`src/rtl/psh_pkg.sv`:
```
// shared types and constants for the positioner homing supervisor
// no dependencies; every other file imports this package
package psh_pkg;

  localparam int ANGLE_FRACTION_BITS = 6;
  localparam int ANGLE_RAW_LIMIT = 360 << ANGLE_FRACTION_BITS;
  localparam int ANGLE_LIMIT = (ANGLE_RAW_LIMIT > 32767) ? 32767 : ANGLE_RAW_LIMIT;

  // divider widths: dividend and divisor magnitudes
  localparam int DIV_W = 53;
  localparam int DVS_W = 35;

  localparam logic [15:0] CW_CLEARFAULT = 16'h0080;
  localparam logic [15:0] CW_SHUTDOWN   = 16'h0006;
  localparam logic [15:0] CW_SWITCHON   = 16'h000F;
  localparam logic [15:0] CW_START      = 16'h003F;
  localparam logic [15:0] CW_HALFSTART  = 16'h001F;
  localparam logic [15:0] CW_RUNBITS    = 16'h0030;

  localparam int ST_FAULT_BIT   = 3;
  localparam int ST_REACHED_BIT = 10;
  localparam int ST_ERROR_BIT   = 13;
  localparam int ST_HOMED_BIT   = 15;

  localparam logic [7:0] OM_HOMING  = 8'd6;
  localparam logic [7:0] OM_PROFILE = 8'd1;

  localparam logic [1:0] OUT_DEFUNCT   = 2'd0;
  localparam logic [1:0] OUT_HOMING    = 2'd1;
  localparam logic [1:0] OUT_TARGETING = 2'd2;
  localparam logic [1:0] OUT_REACHED   = 2'd3;

  localparam logic [1:0] REG_HOME_ANGLE       = 2'd0;
  localparam logic [1:0] REG_EXTREME_ANGLE    = 2'd1;
  localparam logic [1:0] REG_HOME_POSITION    = 2'd2;
  localparam logic [1:0] REG_EXTREME_POSITION = 2'd3;

  typedef struct packed {
    logic signed [15:0] ha;
    logic signed [31:0] hp;
    logic signed [31:0] ep;
    logic signed [16:0] a;
    logic signed [32:0] p;
    logic               p_zero;
  } cfg_t;

  typedef struct packed {
    logic               need_math;
    logic               need_tol;
    logic [1:0]         outcome;
    logic               mw;
    logic [7:0]         mv;
    logic               cw;
    logic [7:0]         cv;
    logic               st_reached;
    logic               st_error;
    logic [15:0]        ctl;
    logic signed [31:0] pos;
    logic signed [31:0] targ;
    logic signed [15:0] wanted;
  } work_t;

  typedef struct packed {
    logic [1:0]         outcome;
    logic signed [15:0] angle;
    logic               valid;
    logic               mw;
    logic [7:0]         mv;
    logic               cw;
    logic [7:0]         cv;
    logic               tw;
    logic signed [31:0] tp;
  } res_t;

endpackage

```
`src/rtl/psh_cfg.sv`:
```
// configuration register file behind the apb-style port
// depends on psh_pkg; also keeps the derived angle and position spans
module psh_cfg
  import psh_pkg::*;
(
  input  logic        clk,
  input  logic        rst_n,
  input  logic        psel,
  input  logic        penable,
  input  logic        pwrite,
  input  logic [3:0]  paddr,
  input  logic [31:0] pwdata,
  output logic [31:0] prdata,
  output logic        pready,
  output cfg_t        cfg
);

  logic signed [15:0] ha_r, ea_r;
  logic signed [31:0] hp_r, ep_r;
  logic signed [16:0] a_r;
  logic signed [32:0] p_r;
  logic               wr_en;

  assign pready = 1'b1;
  assign wr_en  = psel & penable & pwrite;

  always_ff @(posedge clk) begin
    if (!rst_n) begin
      ha_r <= 16'sd0;
      ea_r <= 16'sd23040;
      hp_r <= 32'sd0;
      ep_r <= 32'sd4096;
      a_r  <= 17'sd23040;
      p_r  <= 33'sd4096;
    end else begin
      if (wr_en) begin
        unique case (paddr[3:2])
          REG_HOME_ANGLE:       ha_r <= pwdata[15:0];
          REG_EXTREME_ANGLE:    ea_r <= pwdata[15:0];
          REG_HOME_POSITION:    hp_r <= pwdata;
          REG_EXTREME_POSITION: ep_r <= pwdata;
          default: ;
        endcase
      end
      // spans are registered from the registers and follow them in the next cycle
      a_r <= 17'(ea_r) - 17'(ha_r);
      p_r <= 33'(ep_r) - 33'(hp_r);
    end
  end

  always_comb begin
    unique case (paddr[3:2])
      REG_HOME_ANGLE:       prdata = 32'(ha_r);
      REG_EXTREME_ANGLE:    prdata = 32'(ea_r);
      REG_HOME_POSITION:    prdata = hp_r;
      REG_EXTREME_POSITION: prdata = ep_r;
      default:              prdata = 32'd0;
    endcase
  end

  assign cfg.ha     = ha_r;
  assign cfg.hp     = hp_r;
  assign cfg.ep     = ep_r;
  assign cfg.a      = a_r;
  assign cfg.p      = p_r;
  // the front may classify an item in the cycle right after a write
  assign cfg.p_zero = (ep_r == hp_r);

endmodule

```
`src/rtl/psh_front.sv`:
```
// front end: classifies one drive snapshot into a work record
// depends on psh_pkg; settles every case that needs no arithmetic
module psh_front
  import psh_pkg::*;
(
  input  cfg_t               cfg,
  input  logic               status_read_ok,
  input  logic               other_reads_ok,
  input  logic               setup_writes_ok,
  input  logic [15:0]        status_word,
  input  logic [15:0]        control_word,
  input  logic [7:0]         operating_mode,
  input  logic signed [31:0] current_position,
  input  logic signed [31:0] current_target,
  input  logic signed [15:0] wanted_angle,
  input  logic               wanted_given,
  output work_t              work
);

  always_comb begin
    work            = '0;
    work.st_reached = status_word[ST_REACHED_BIT];
    work.st_error   = status_word[ST_ERROR_BIT];
    work.ctl        = control_word;
    work.pos        = current_position;
    work.targ       = current_target;
    work.wanted     = wanted_angle;
    priority if (!status_read_ok) begin
    end else if (status_word[ST_FAULT_BIT]) begin
      work.cw = 1'b1;
      work.cv = CW_CLEARFAULT[7:0];
    end else if (!other_reads_ok) begin
    end else if (!setup_writes_ok) begin
      work.cw = 1'b1;
      work.cv = CW_SHUTDOWN[7:0];
    end else if (!status_word[ST_HOMED_BIT]) begin
      work.outcome = OUT_HOMING;
      priority if (operating_mode != OM_HOMING) begin
        work.mw = 1'b1; work.mv = OM_HOMING;
        work.cw = 1'b1; work.cv = CW_SHUTDOWN[7:0];
      end else if (control_word == CW_SHUTDOWN) begin
        work.cw = 1'b1; work.cv = CW_SWITCHON[7:0];
      end else if (control_word == CW_SWITCHON) begin
        work.cw = 1'b1; work.cv = CW_START[7:0];
      end else if (control_word == CW_START && !status_word[ST_ERROR_BIT]) begin
        // homing in progress
      end else begin
        work.mw = 1'b1; work.mv = OM_HOMING;
        work.cw = 1'b1; work.cv = CW_SHUTDOWN[7:0];
      end
    end else if (cfg.p_zero) begin
    end else begin
      work.need_math = 1'b1;
      priority if (operating_mode != OM_PROFILE) begin
        work.outcome = OUT_TARGETING;
        work.mw = 1'b1; work.mv = OM_PROFILE;
        work.cw = 1'b1; work.cv = CW_SHUTDOWN[7:0];
      end else if (!wanted_given) begin
        work.outcome = OUT_REACHED;
      end else begin
        work.need_tol = 1'b1;
      end
    end
  end

endmodule

```
`src/rtl/psh_queue.sv`:
```
// two-entry queue of work records between front and back end
// depends on psh_pkg for the record type
module psh_queue
  import psh_pkg::*;
(
  input  logic  clk,
  input  logic  rst_n,
  input  logic  wr_en,
  input  work_t wr_data,
  output logic  full,
  input  logic  rd_en,
  output work_t rd_data,
  output logic  empty
);

  work_t      mem_r [2];
  logic       wr_ptr_r, rd_ptr_r;
  logic [1:0] count_r;

  assign full    = (count_r == 2'd2);
  assign empty   = (count_r == 2'd0);
  assign rd_data = mem_r[rd_ptr_r];

  always_ff @(posedge clk) begin
    if (wr_en) mem_r[wr_ptr_r] <= wr_data;
  end

  always_ff @(posedge clk) begin
    if (!rst_n) begin
      wr_ptr_r <= 1'b0;
      rd_ptr_r <= 1'b0;
      count_r  <= 2'd0;
    end else begin
      if (wr_en) wr_ptr_r <= ~wr_ptr_r;
      if (rd_en) rd_ptr_r <= ~rd_ptr_r;
      count_r <= count_r + 2'(wr_en) - 2'(rd_en);
    end
  end

endmodule

```
`src/rtl/psh_div.sv`:
```
// restoring unsigned divider, one quotient bit per cycle
// depends on psh_pkg for the operand widths
module psh_div
  import psh_pkg::*;
(
  input  logic             clk,
  input  logic             rst_n,
  input  logic             start,
  input  logic [DIV_W-1:0] dividend,
  input  logic [DVS_W-1:0] divisor,
  output logic             done,
  output logic [DIV_W-1:0] quotient
);

  localparam int CW = $clog2(DIV_W + 1);

  logic [DIV_W-1:0] quo_r;
  logic [DVS_W-1:0] rem_r, dvs_r;
  logic [CW-1:0]    cnt_r;
  logic             busy_r, done_r;
  logic [DVS_W:0]   trial;
  logic             fits;

  assign trial    = {rem_r, quo_r[DIV_W-1]};
  assign fits     = (trial >= {1'b0, dvs_r});
  assign done     = done_r;
  assign quotient = quo_r;

  always_ff @(posedge clk) begin
    if (start) begin
      quo_r <= dividend;
      rem_r <= '0;
      dvs_r <= divisor;
    end else if (busy_r) begin
      rem_r <= fits ? DVS_W'(trial - {1'b0, dvs_r}) : trial[DVS_W-1:0];
      quo_r <= {quo_r[DIV_W-2:0], fits};
    end
  end

  always_ff @(posedge clk) begin
    if (!rst_n) begin
      busy_r <= 1'b0;
      done_r <= 1'b0;
      cnt_r  <= '0;
    end else begin
      done_r <= 1'b0;
      if (start) begin
        busy_r <= 1'b1;
        cnt_r  <= CW'(DIV_W);
      end else if (busy_r) begin
        cnt_r <= cnt_r - CW'(1);
        if (cnt_r == CW'(1)) begin
          busy_r <= 1'b0;
          done_r <= 1'b1;
        end
      end
    end
  end

endmodule

```
`src/rtl/psh_back.sv`:
```
// back end: sequencer over one shared multiplier and the divider
// depends on psh_pkg, psh_div; holds the result register of the out channel
module psh_back
  import psh_pkg::*;
(
  input  logic  clk,
  input  logic  rst_n,
  input  cfg_t  cfg,
  input  logic  q_empty,
  input  work_t q_data,
  output logic  q_pop,
  output res_t  out_res,
  output logic  out_valid,
  input  logic  out_pop
);

  typedef enum logic [8:0] {
    B_IDLE = 9'b000000001,
    B_MUL  = 9'b000000010,
    B_ANG1 = 9'b000000100,
    B_ANG2 = 9'b000001000,
    B_DIVA = 9'b000010000,
    B_DEC  = 9'b000100000,
    B_TGT  = 9'b001000000,
    B_DIVT = 9'b010000000,
    B_OUT  = 9'b100000000
  } bstate_t;

  bstate_t            state_r;
  logic [2:0]         cnt_r;
  work_t              w_r;
  logic signed [32:0] d_pos_r, d_targ_r, d_pt_r;
  logic signed [16:0] d_w_r, n_adj_r;
  logic signed [33:0] abs_p_r;
  logic signed [17:0] abs_a_r;
  logic signed [51:0] pr_r [8];
  logic signed [52:0] nsum_r, dn_r, num_r;
  logic [52:0]        dn_mag_r, pt_mag_r;
  logic               far_t_r, far_a_r, neg_r;
  res_t               res_r, out_r;
  logic               out_valid_r;

  logic signed [33:0] mul_x;
  logic signed [17:0] mul_y;
  logic signed [51:0] prod;
  logic signed [52:0] nsum, nmag_s;
  logic               div_start, div_done;
  logic [DIV_W-1:0]   div_dividend, div_q;
  logic [DVS_W-1:0]   div_divisor;
  logic [15:0]        q_clamp;
  logic               reached_eff;
  logic [15:0]        ctl_eff;

  // operand selection for the shared multiplier
  always_comb begin
    unique case (cnt_r)
      3'd0: begin mul_x = 34'(cfg.p);    mul_y = 18'(cfg.ha);  end
      3'd1: begin mul_x = 34'(d_pos_r);  mul_y = 18'(cfg.a);   end
      3'd2: begin mul_x = 34'(cfg.p);    mul_y = 18'(d_w_r);   end
      3'd3: begin mul_x = 34'(d_targ_r); mul_y = 18'(cfg.a);   end
      3'd4: begin mul_x = 34'(d_pt_r);   mul_y = 18'(cfg.a);   end
      3'd5: begin mul_x = abs_p_r;       mul_y = abs_a_r;      end
      3'd6: begin mul_x = 34'(cfg.hp);   mul_y = abs_a_r;      end
      default: begin mul_x = 34'(cfg.p); mul_y = 18'(n_adj_r); end
    endcase
  end

  assign prod   = mul_x * mul_y;
  assign nsum   = 53'(pr_r[0]) + 53'(pr_r[1]);
  assign nmag_s = (nsum_r < 0) ? -nsum_r : nsum_r;

  always_comb begin
    div_start    = 1'b0;
    div_dividend = '0;
    div_divisor  = '0;
    if (state_r == B_ANG2) begin
      div_start    = 1'b1;
      div_dividend = DIV_W'({nmag_s, 1'b0}) + DIV_W'(abs_p_r);
      div_divisor  = DVS_W'({abs_p_r, 1'b0});
    end else if (state_r == B_TGT) begin
      div_start    = 1'b1;
      div_dividend = (num_r < 0) ? DIV_W'(-num_r) : DIV_W'(num_r);
      div_divisor  = DVS_W'(abs_a_r);
    end
  end

  psh_div u_div (
    .clk      (clk),
    .rst_n    (rst_n),
    .start    (div_start),
    .dividend (div_dividend),
    .divisor  (div_divisor),
    .done     (div_done),
    .quotient (div_q)
  );

  assign q_clamp     = (div_q > DIV_W'(ANGLE_LIMIT)) ? 16'(ANGLE_LIMIT) : div_q[15:0];
  assign reached_eff = w_r.st_reached & ~far_t_r & ~far_a_r;
  assign ctl_eff     = far_t_r ? (w_r.ctl & ~CW_RUNBITS) : w_r.ctl;
  assign q_pop       = (state_r == B_IDLE) && !q_empty;
  assign out_res     = out_r;
  assign out_valid   = out_valid_r;

  always_ff @(posedge clk) begin
    if (state_r == B_IDLE && !q_empty) begin
      w_r            <= q_data;
      d_pos_r        <= 33'(q_data.pos) - 33'(cfg.hp);
      d_targ_r       <= 33'(q_data.targ) - 33'(cfg.hp);
      d_pt_r         <= 33'(q_data.pos) - 33'(q_data.targ);
      d_w_r          <= 17'(q_data.wanted) - 17'(cfg.ha);
      n_adj_r        <= (cfg.a < 0) ? 17'(cfg.ha) - 17'(q_data.wanted)
                                    : 17'(q_data.wanted) - 17'(cfg.ha);
      abs_p_r        <= (cfg.p < 0) ? -34'(cfg.p) : 34'(cfg.p);
      abs_a_r        <= (cfg.a < 0) ? -18'(cfg.a) : 18'(cfg.a);
      res_r.outcome  <= q_data.outcome;
      res_r.angle    <= 16'sd0;
      res_r.valid    <= q_data.need_math;
      res_r.mw       <= q_data.mw;
      res_r.mv       <= q_data.mv;
      res_r.cw       <= q_data.cw;
      res_r.cv       <= q_data.cv;
      res_r.tw       <= 1'b0;
      res_r.tp       <= 32'sd0;
    end
    if (state_r == B_MUL) pr_r[cnt_r] <= prod;
    if (state_r == B_ANG1) begin
      nsum_r <= (cfg.p < 0) ? -nsum : nsum;
      dn_r   <= 53'(pr_r[2]) - 53'(pr_r[3]);
      num_r  <= 53'(pr_r[6]) + 53'(pr_r[7]);
    end
    if (state_r == B_ANG2) begin
      neg_r    <= (nsum_r < 0);
      dn_mag_r <= (dn_r < 0) ? 53'(-dn_r) : 53'(dn_r);
      pt_mag_r <= (pr_r[4] < 0) ? 53'(-pr_r[4]) : 53'(pr_r[4]);
    end
    if (state_r == B_DIVA) begin
      far_t_r <= ({dn_mag_r, 8'd0} > 61'(pr_r[5]));
      far_a_r <= ({pt_mag_r, 8'd0} > 61'(pr_r[5]));
      if (div_done) res_r.angle <= neg_r ? -$signed(q_clamp) : $signed(q_clamp);
    end
    if (state_r == B_DEC && w_r.need_tol) begin
      if (reached_eff) begin
        res_r.outcome <= OUT_REACHED;
        res_r.cw <= 1'b1; res_r.cv <= CW_SHUTDOWN[7:0];
      end else begin
        res_r.outcome <= OUT_TARGETING;
        priority if (ctl_eff == CW_SHUTDOWN) begin
          res_r.cw <= 1'b1; res_r.cv <= CW_SWITCHON[7:0];
        end else if (ctl_eff == CW_SWITCHON) begin
          res_r.cw <= 1'b1; res_r.cv <= CW_START[7:0];
          res_r.tw <= 1'b1;
          // end points settle the target without a division
          priority if (cfg.a == 17'sd0) begin
            res_r.tp <= (d_w_r > 0) ? cfg.ep : cfg.hp;
          end else if (n_adj_r <= 0) begin
            res_r.tp <= cfg.hp;
          end else if (18'(n_adj_r) >= abs_a_r) begin
            res_r.tp <= cfg.ep;
          end else begin
            res_r.tp <= 32'sd0;
          end
        end else if ((ctl_eff == CW_START || ctl_eff == CW_HALFSTART) && !w_r.st_error) begin
          // moving
        end else begin
          res_r.mw <= 1'b1; res_r.mv <= OM_PROFILE;
          res_r.cw <= 1'b1; res_r.cv <= CW_SHUTDOWN[7:0];
        end
      end
    end
    if (state_r == B_TGT) neg_r <= (num_r < 0);
    if (state_r == B_DIVT && div_done)
      res_r.tp <= neg_r ? -$signed(div_q[31:0]) : $signed(div_q[31:0]);
    if (state_r == B_OUT && (!out_valid_r || out_pop)) out_r <= res_r;
  end

  always_ff @(posedge clk) begin
    if (!rst_n) begin
      state_r     <= B_IDLE;
      cnt_r       <= 3'd0;
      out_valid_r <= 1'b0;
    end else begin
      if (out_pop) out_valid_r <= 1'b0;
      unique case (state_r)
        B_IDLE: begin
          cnt_r <= 3'd0;
          if (!q_empty) state_r <= q_data.need_math ? B_MUL : B_OUT;
        end
        B_MUL: begin
          cnt_r <= cnt_r + 3'd1;
          if (cnt_r == 3'd7) state_r <= B_ANG1;
        end
        B_ANG1: state_r <= B_ANG2;
        B_ANG2: state_r <= B_DIVA;
        B_DIVA: if (div_done) state_r <= B_DEC;
        B_DEC: begin
          if (w_r.need_tol && !reached_eff && ctl_eff == CW_SWITCHON &&
              cfg.a != 17'sd0 && n_adj_r > 0 && 18'(n_adj_r) < abs_a_r)
            state_r <= B_TGT;
          else
            state_r <= B_OUT;
        end
        B_TGT:  state_r <= B_DIVT;
        B_DIVT: if (div_done) state_r <= B_OUT;
        B_OUT: begin
          if (!out_valid_r || out_pop) begin
            out_valid_r <= 1'b1;
            state_r     <= B_IDLE;
          end
        end
        default: state_r <= B_IDLE;
      endcase
    end
  end

endmodule

```
`src/rtl/positioner_homing_supervisor.sv`:
```
// top level of the positioner homing supervisor
// depends on psh_pkg, psh_cfg, psh_front, psh_queue, psh_back
//
//  channel  | handshake              | contents
//  ---------+------------------------+------------------------------------
//  in       | push / full            | one polled drive snapshot
//  out      | empty / pop            | outcome, angle and drive writes
//  config   | psel penable pwrite .. | end angles and counts at bytes 0, 4, 8, 12
//
// snapshots that need no arithmetic (faults, failed reads, homing) go
// straight to the back end's output stage; a homed snapshot with distinct
// end positions makes eight passes through the shared multiplier and one
// 53-step division, and a second when a new target has to be divided out.
// the front and a two-entry queue keep taking items while the back works, until the queue is full.
// reset is synchronous; no clearing pass is needed.
module positioner_homing_supervisor
  import psh_pkg::*;
(
  input  logic               clk,
  input  logic               rst_n,
  input  logic               psel,
  input  logic               penable,
  input  logic               pwrite,
  input  logic [3:0]         paddr,
  input  logic [31:0]        pwdata,
  output logic [31:0]        prdata,
  output logic               pready,
  input  logic               push,
  output logic               full,
  input  logic               in_status_read_ok,
  input  logic               in_other_reads_ok,
  input  logic               in_setup_writes_ok,
  input  logic [15:0]        in_status_word,
  input  logic [15:0]        in_control_word,
  input  logic [7:0]         in_operating_mode,
  input  logic signed [31:0] in_current_position,
  input  logic signed [31:0] in_current_target,
  input  logic signed [15:0] in_wanted_angle,
  input  logic               in_wanted_given,
  output logic               empty,
  input  logic               pop,
  output logic [1:0]         out_outcome,
  output logic signed [15:0] out_actual_angle,
  output logic               out_actual_valid,
  output logic               out_mode_write,
  output logic [7:0]         out_mode_value,
  output logic               out_control_write,
  output logic [7:0]         out_control_value,
  output logic               out_target_write,
  output logic signed [31:0] out_target_position
);

  cfg_t  cfg;
  work_t work, q_data;
  logic  q_full, q_empty, q_pop, out_valid;
  res_t  res;

  psh_cfg u_cfg (
    .clk     (clk),
    .rst_n   (rst_n),
    .psel    (psel),
    .penable (penable),
    .pwrite  (pwrite),
    .paddr   (paddr),
    .pwdata  (pwdata),
    .prdata  (prdata),
    .pready  (pready),
    .cfg     (cfg)
  );

  psh_front u_front (
    .cfg              (cfg),
    .status_read_ok   (in_status_read_ok),
    .other_reads_ok   (in_other_reads_ok),
    .setup_writes_ok  (in_setup_writes_ok),
    .status_word      (in_status_word),
    .control_word     (in_control_word),
    .operating_mode   (in_operating_mode),
    .current_position (in_current_position),
    .current_target   (in_current_target),
    .wanted_angle     (in_wanted_angle),
    .wanted_given     (in_wanted_given),
    .work             (work)
  );

  psh_queue u_queue (
    .clk     (clk),
    .rst_n   (rst_n),
    .wr_en   (push & ~q_full),
    .wr_data (work),
    .full    (q_full),
    .rd_en   (q_pop),
    .rd_data (q_data),
    .empty   (q_empty)
  );

  psh_back u_back (
    .clk       (clk),
    .rst_n     (rst_n),
    .cfg       (cfg),
    .q_empty   (q_empty),
    .q_data    (q_data),
    .q_pop     (q_pop),
    .out_res   (res),
    .out_valid (out_valid),
    .out_pop   (pop)
  );

  assign full                = q_full;
  assign empty               = ~out_valid;
  assign out_outcome         = res.outcome;
  assign out_actual_angle    = res.angle;
  assign out_actual_valid    = res.valid;
  assign out_mode_write      = res.mw;
  assign out_mode_value      = res.mv;
  assign out_control_write   = res.cw;
  assign out_control_value   = res.cv;
  assign out_target_write    = res.tw;
  assign out_target_position = res.tp;

endmodule
```
`config.mk`:
```
export PLATFORM = sky130hd
export DESIGN_NAME = positioner_homing_supervisor
export DESIGN_NICKNAME = d
export VERILOG_FILES = /design/src/rtl/psh_pkg.sv /design/src/rtl/psh_cfg.sv /design/src/rtl/psh_front.sv /design/src/rtl/psh_queue.sv /design/src/rtl/psh_div.sv /design/src/rtl/psh_back.sv /design/src/rtl/positioner_homing_supervisor.sv
export SDC_FILE = /design/constraint.sdc
export NUM_CORES = 2
export LEC_CHECK = 0
export ABC_AREA = 1
export BUFFER_PORTS_ARGS = -buffer_cell sky130_fd_sc_hd__buf_2
export CORE_AREA = 4 4 599 601
export DETAILED_ROUTE_END_ITERATION = 8
export DIE_AREA = 0 0 603 605
export PLACE_DENSITY = 0.45
export SYNTH_ARGS = -nofsm -noshare
export SYNTH_HDL_FRONTEND = slang
export SYNTH_SLANG_ARGS = --single-unit
```
`constraint.sdc`:
```
create_clock -name clk -period 9.45 [get_ports clk]
set_input_delay 2.3625 -clock clk [delete_from_list [all_inputs] [get_ports clk]]
set_output_delay 2.3625 -clock clk [all_outputs]
set_load 0.01 [all_outputs]
```
# After elaboration in Yosys (flattened, before gate mapping)
# Memories as Yosys holds them, arrays and structs flattened. A register that Yosys moved wholly into a read port is not among the register bits.
# Index checks and enable logic that the tools add are counted.
# totals
ff_bits	906
latch_bits	0
ram_bits	656
mem_bits_ro	0
output_inout_bits	105
wordCells	278
memories	2
# mem_list
memory	depth	word_bits	read_ports	rd_clocked_by_memory_dff	write_ports	line	rtl
u_back.pr_r	8	52	8	0	1	psh_back.sv:36	logic signed [51:0] pr_r [8];
u_queue.mem_r	2	120	1	1	1	psh_queue.sv:16	work_t mem_r [2];
# op_classes
n_addsub	25
multipliers	1
div_mod_pow	0
magnitude_cmp	15
n_eq_ne	36
n_shift	0
n_mux	91
n_bitwise	14
n_reduce_logical	37
# ops
operator	count
$mux W53	8
$mux W32	6
$mux W9	19
$pmux W34 S5	1
$lt A53 B1 Y1 const B	3
$neg A53 Y53	3
$sub A32 B32 Y33	4
$pmux W32 S4	1
$gt A61 B61 Y1	2
$add A52 B52 Y53	2
$mux W35	3
$mux W33	3
$mux W18	5
$pmux W9 S9	1
$pmux W18 S4	1
$mux W70	1
$mux W22	3
$mux W16	4
$add A53 B53 Y53	1
$gt A53 B15 Y1 const B	1
$neg A52 Y53	1
$sub A52 B52 Y53	1
$lt A52 B1 Y1 const B	1
$mul A34 B18 Y52	1
65 further kinds	143

# Depth between registers and ports, before layout
# logic_depth
ltp_word	11
depth_mapped	41
mapped_depth_nobuf	37

# Hierarchy
# Synthesis repeated with hierarchy kept, for this count alone.
# unflattened
hier_cells	14164
area_unflattened_um2	117990.7
# modules_own_cells
module	instances	cells_per_inst	area_each_um2	seq_area_each_um2
psh_back	1	11131	91292.6	30459.2
psh_queue	1	406	8917.3	7307.0
psh_cfg	1	1317	8478.1	2922.8
psh_div	1	1128	8122.8	3503.4
psh_front	1	179	1166.1	0.0
positioner_homing_supervisor	1	3	13.8	0.0

# Least setup slack after synthesis
# OpenSTA, ideal clock, no wires.
# synth_timing
kind	reg-to-reg
from	register u_back.state_r[6]
to	register u_queue.count_r[1]
setup_ns	0.070
arrival_time_ns	8.425
t_required_ns	9.380
slack_ns	0.955
path_stages_with_launch	13
path_buffers	1
path_cell_list	dfxtp_1 -> nor2_1 -> inv_1 -> nor3_1 -> nand2_1 -> nor2_1 -> clkbuf_1 -> ha_1 -> inv_1 -> ha_1 -> xor2_1 -> o21ai_0 -> a21oi_1
# synth_between
elab_chain_len	3
# synth_rtl
element	line	rtl
from (decl)	psh_back.sv:29	bstate_t state_r;
from (signal assigned)	psh_back.sv:186	if (!q_empty) state_r <= q_data.need_math ? B_MUL : B_OUT;
$eq A9 B1 Y1	psh_back.sv:100	assign q_pop = (state_r == B_IDLE) && !q_empty;
$logic_and A1 B1 Y1	psh_back.sv:100	
via q_pop	positioner_homing_supervisor.sv:55	logic q_full, q_empty, q_pop, out_valid;
$sub A2 B1 Y2	psh_queue.sv:36	count_r <= count_r + 2'(wr_en) - 2'(rd_en);
to (signal assigned)	psh_queue.sv:36	
to (decl)	psh_queue.sv:18	logic [1:0] count_r;
# The timed path passes the listed nets, and every way through them passes these cells.
# A chain may end at the register's enable or synchronous reset.

# Worst setup path in the final report
# layout_timing
from	register u_back.cnt_r[1]
to	memory u_back.pr_r[5][44], data pin
# layout_between
elab_chain_len	4
elab_cells_between_ends	12
# layout_rtl
element	line	rtl
from (decl)	psh_back.sv:30	logic [2:0] cnt_r;
from (signal assigned)	psh_back.sv:189	cnt_r <= cnt_r + 3'd1;
$eq A3 B1 Y1 (tied with other cells)	psh_back.sv:56	unique case (cnt_r)
$reduce_or A3 Y1 (no line) or $reduce_or A2 Y1 (tied branches)	--	
$pmux W18 S4	psh_back.sv:56	
$mul A34 B18 Y52 (*)	psh_back.sv:68	assign prod = mul_x * mul_y;
via u_back.prod[44]	psh_back.sv:45	logic signed [51:0] prod;
to (decl)	psh_back.sv:36	
# The timed path passes the listed nets; every way through them passes the cells marked *.

==> results.toml <==
[outcome]
status = "completed"

[worst_setup_path]
slowest_stage = "fa_2"
rrSetupSlack_ns = 0.45
worst-path-max-fanout = 33
crit_path_max_incr_delay_ns = 0.72
worstReg2RegEnd = "u_back.pr_r[5][44]"
critPathKind = "reg -> reg"
startpoint = "u_back.cnt_r[1]"
reg2reg_from = "u_back.cnt_r[1]"
cp-endpoint = "u_back.pr_r[5][44]"
worstSetupEndpointType = "register"
critPathLaunchType = "register"
required_ns = 10.05
cp.arrival_ns = 9.60
rr_worst_depth = 33

[timing]
rsz0062_at_grt = "no"
hold_ws_ns = 0.419
setup_ws_ns = 0.452
finalCriticalPeriod_ns = 9.00
finalCritPeriodShare = 0.952
tightest_slew_ns = 1.19
fmaxAchievable_mhz = 111
hold_viol_final = 0
final_max_slew_viol_count = 0
setup-tns-final_ns = 0
relSlewSlack = 0.201
finClkSkew_ns = 0.103
setup-violations-final = 0

[power_and_ir_drop]
ir_drop_v = 0.000344
power_density_mw_per_mm2 = 229
leakagePower_uw = 0.0545

[route]
routed_wl_um = 414000
wl_met3_um = 23800
dr.pass1.iters = 6
top_layer = "met5"
wire_per_inst_um = 22.3
vias_per_cell = 4.99
wl_met1_um = 197000
ant_nets = 0
wl_met2_um = 182000
drc = 0
via_count = 92400
first_iter_violations = 8215

[place]
place_hpwl_um = 331000
dp.cells = 18200
place_ws_ns = 0.153
gp_congestion = 0.943
port_buffers = 256

[die]
start_util = 0.320
pin_count = 272
row_count = 218
die-height_um = 605
dieWidth_um = 603
die_area_mm2 = 0.365
coreArea_mm2 = 0.353

[run]
cap_violations = 0

[synthesis]
netlist-cell-type-count = 66
ys_top_cells_by_area = "edfxtp_1 34%, fa_1 11%, nand2_1 8.7%"
synth.ff_latch_count = 1543
async_flop_share = 0
yosys-top-cells-count = "2603 x nand2_1, 2192 x inv_1, 1269 x edfxtp_1, 1233 x nor2_1, 977 x a21oi_1"
synth_top_area_frac = 0.338
ys_seq_area_frac = 0.386
yosys.area.top_type = "edfxtp_1"
synth_ff_type = "edfxtp_1"
synth_edf_count = 1269
synth_warnings = 0
synth_most_common_cell = "nand2_1"
syn_area_mm2 = 0.113
synth_area_per_cell_um2 = 8.51
synth_cells = 13300

[global_routing]
antenna_found_initial = 56
grt_overflow = 0
grt_use_total = 0.221
grt_max_degree = 130
grt_pass1_vias = 89900
grt_pass1_wl_um = 607000

[clock_tree]
h-tree-depth = 4
cts_made_buffers = 187
hold_buffers = 0
cts_tree = "yes"
clockBufferDepth = 4
clkLatencyLatePin_ns = 0.91
clock_sinks = 1543
path_clk_slew_ns = 0.07
cts_root_buffer = "clkbuf_16"

[min_path]
worstHoldStart = "u_back.res_r[69]"
hold_path.class = "reg -> reg"

[cells_and_area]
post-route-util = 0.360
multiInputGateArea_mm2 = 0.0597
area_growth_syn_to_layout_pct = 12.5
regArea_mm2 = 0.0436
fin_nets = 15100
final_cells = 18500
fill_cells = 36800
post_route_cells_drive_above_1_share = 0.0731
[critical path, delay by kind of cell, from the launching register on]
kind	cells	cell delay, ns
compound gates	5	0.86
buf+inv	11	1.73
flops	1	0.42
fa+ha+maj	8	3.96
xor+xnor	1	0.21
simple gates	8	1.47
[layer usage]
layer	vias to the layer above	global-route usage
li1	44500	-
met2	2501	0.345
met1	45000	0.327
met3	427	0.0240
met5	-	0
met4	2	0.0534
[what timing repair did]
action                                  in CTS  in global routing
setup buffers                                0                  5
endpoints found under the setup margin       0                113
resized for setup                            0                 13
[worst min-delay path by stage]
stage / endpoint / slack [ns] / depth (start not counted)
2_1_floorplan: u_back.out_res[51] / 0.40 / 0
3_3_place_gp: u_back.out_res[69] / 0.40 / 0
3_5_place_dp: u_back.out_res[69] / 0.41 / 0
4_1_cts: u_back.out_res[69] / 0.42 / 0
5_1_grt: u_back.out_res[68] / 0.43 / 0
6_report: u_back.out_res[69] / 0.42 / 0
[state kept, by name, indices dropped and copies added, names as in the netlist, 32 cells and up, named ones only]
register / flops
u_back.pr_r: 416
u_queue.mem_r: 220
u_back.out_res: 70
u_back.res_r: 70
u_back.dn_mag_r: 53
u_back.dn_r: 53
u_back.nsum_r: 53
u_back.num_r: 53
u_back.pt_mag_r: 53
u_back.u_div.quotient: 53
u_back.u_div.dvs_r: 35
u_back.u_div.rem_r: 35
u_back.abs_p_r: 34
u_back.d_pos_r: 33
u_back.d_pt_r: 33
u_back.d_targ_r: 33
u_cfg.p_r: 33
u_cfg.ep_r: 32
u_cfg.hp_r: 32
[layout make-up]
type,count,area share
Tap cell,4730,0.0466
Antenna cell,6,0.000118
Clock inverter,108,0.00925
Clock buffer,233,0.0396
Timing Repair Buffer,491,0.0249
Multi-Input combinational cell,9170,0.470
Sequential cell,1543,0.343
Inverter,2227,0.0660
[logic make-up (layout without fill, tap and decap cells)]
kind of cell	Yosys count	count (layout)	share of synthesized area
buffers and inverters	2552	3059	0.0863
AO/OA/AOI/OAI	2336	2336	0.116
multiplexers	5	5	0.000444
other	2	10	0.0000666
AND/OR/NAND/NOR	4968	4968	0.184
flip-flops	1543	1543	0.386
adder cells (fa/ha/maj)	1284	1284	0.182
XOR/XNOR	573	573	0.0445
[metrics by stage]
| step | cell area, um2 | power, uW |
|---|---|---|
| detailed placement | 121000 | 21900 |
| CTS | 127000 | 29400 |
| floorplan | 113000 | 16200 |
| global route | 127000 | 30800 |
| global placement | 121000 | 21900 |
| finish | 127000 | 29100 |
[layout by cell type (no fill, tap or decap), drive strengths merged, types with 12 or more instances in the layout]
master / synthesis / final
a211oi: 17 / 17
o21bai: 39 / 39
a21boi: 47 / 47
nand4: 158 / 158
a31oi: 105 / 105
a21oi: 979 / 979
nand3: 519 / 519
a221oi: 12 / 12
nand2: 2616 / 2616
ha: 687 / 687
o21ai: 826 / 826
o22ai: 54 / 54
nand3b: 33 / 33
o31ai: 27 / 27
dfxtp: 274 / 274
o2111ai: 22 / 22
fa: 597 / 597
o221ai: 26 / 26
o21a: 52 / 52
xor2: 348 / 348
inv: 2222 / 2233
bufinv: 0 / 21
nor4: 106 / 106
clkbuf: 228 / 233
nor3: 167 / 167
or2: 91 / 91
a21o: 23 / 23
o211ai: 75 / 75
clkinv: 5 / 71
buf: 97 / 491
edfxtp: 1269 / 1269
xnor2: 225 / 225
nor2: 1244 / 1244
[power by group]
| part | switching (uW) | total [uW] | internal (uW) |
|---|---|---|---|
| clock | 3060 | 7420 | 4360 |
| sequential | 481 | 9520 | 9040 |
| combinational | 8800 | 12100 | 3350 |
Note: power is estimated with default switching activity, not from simulation.
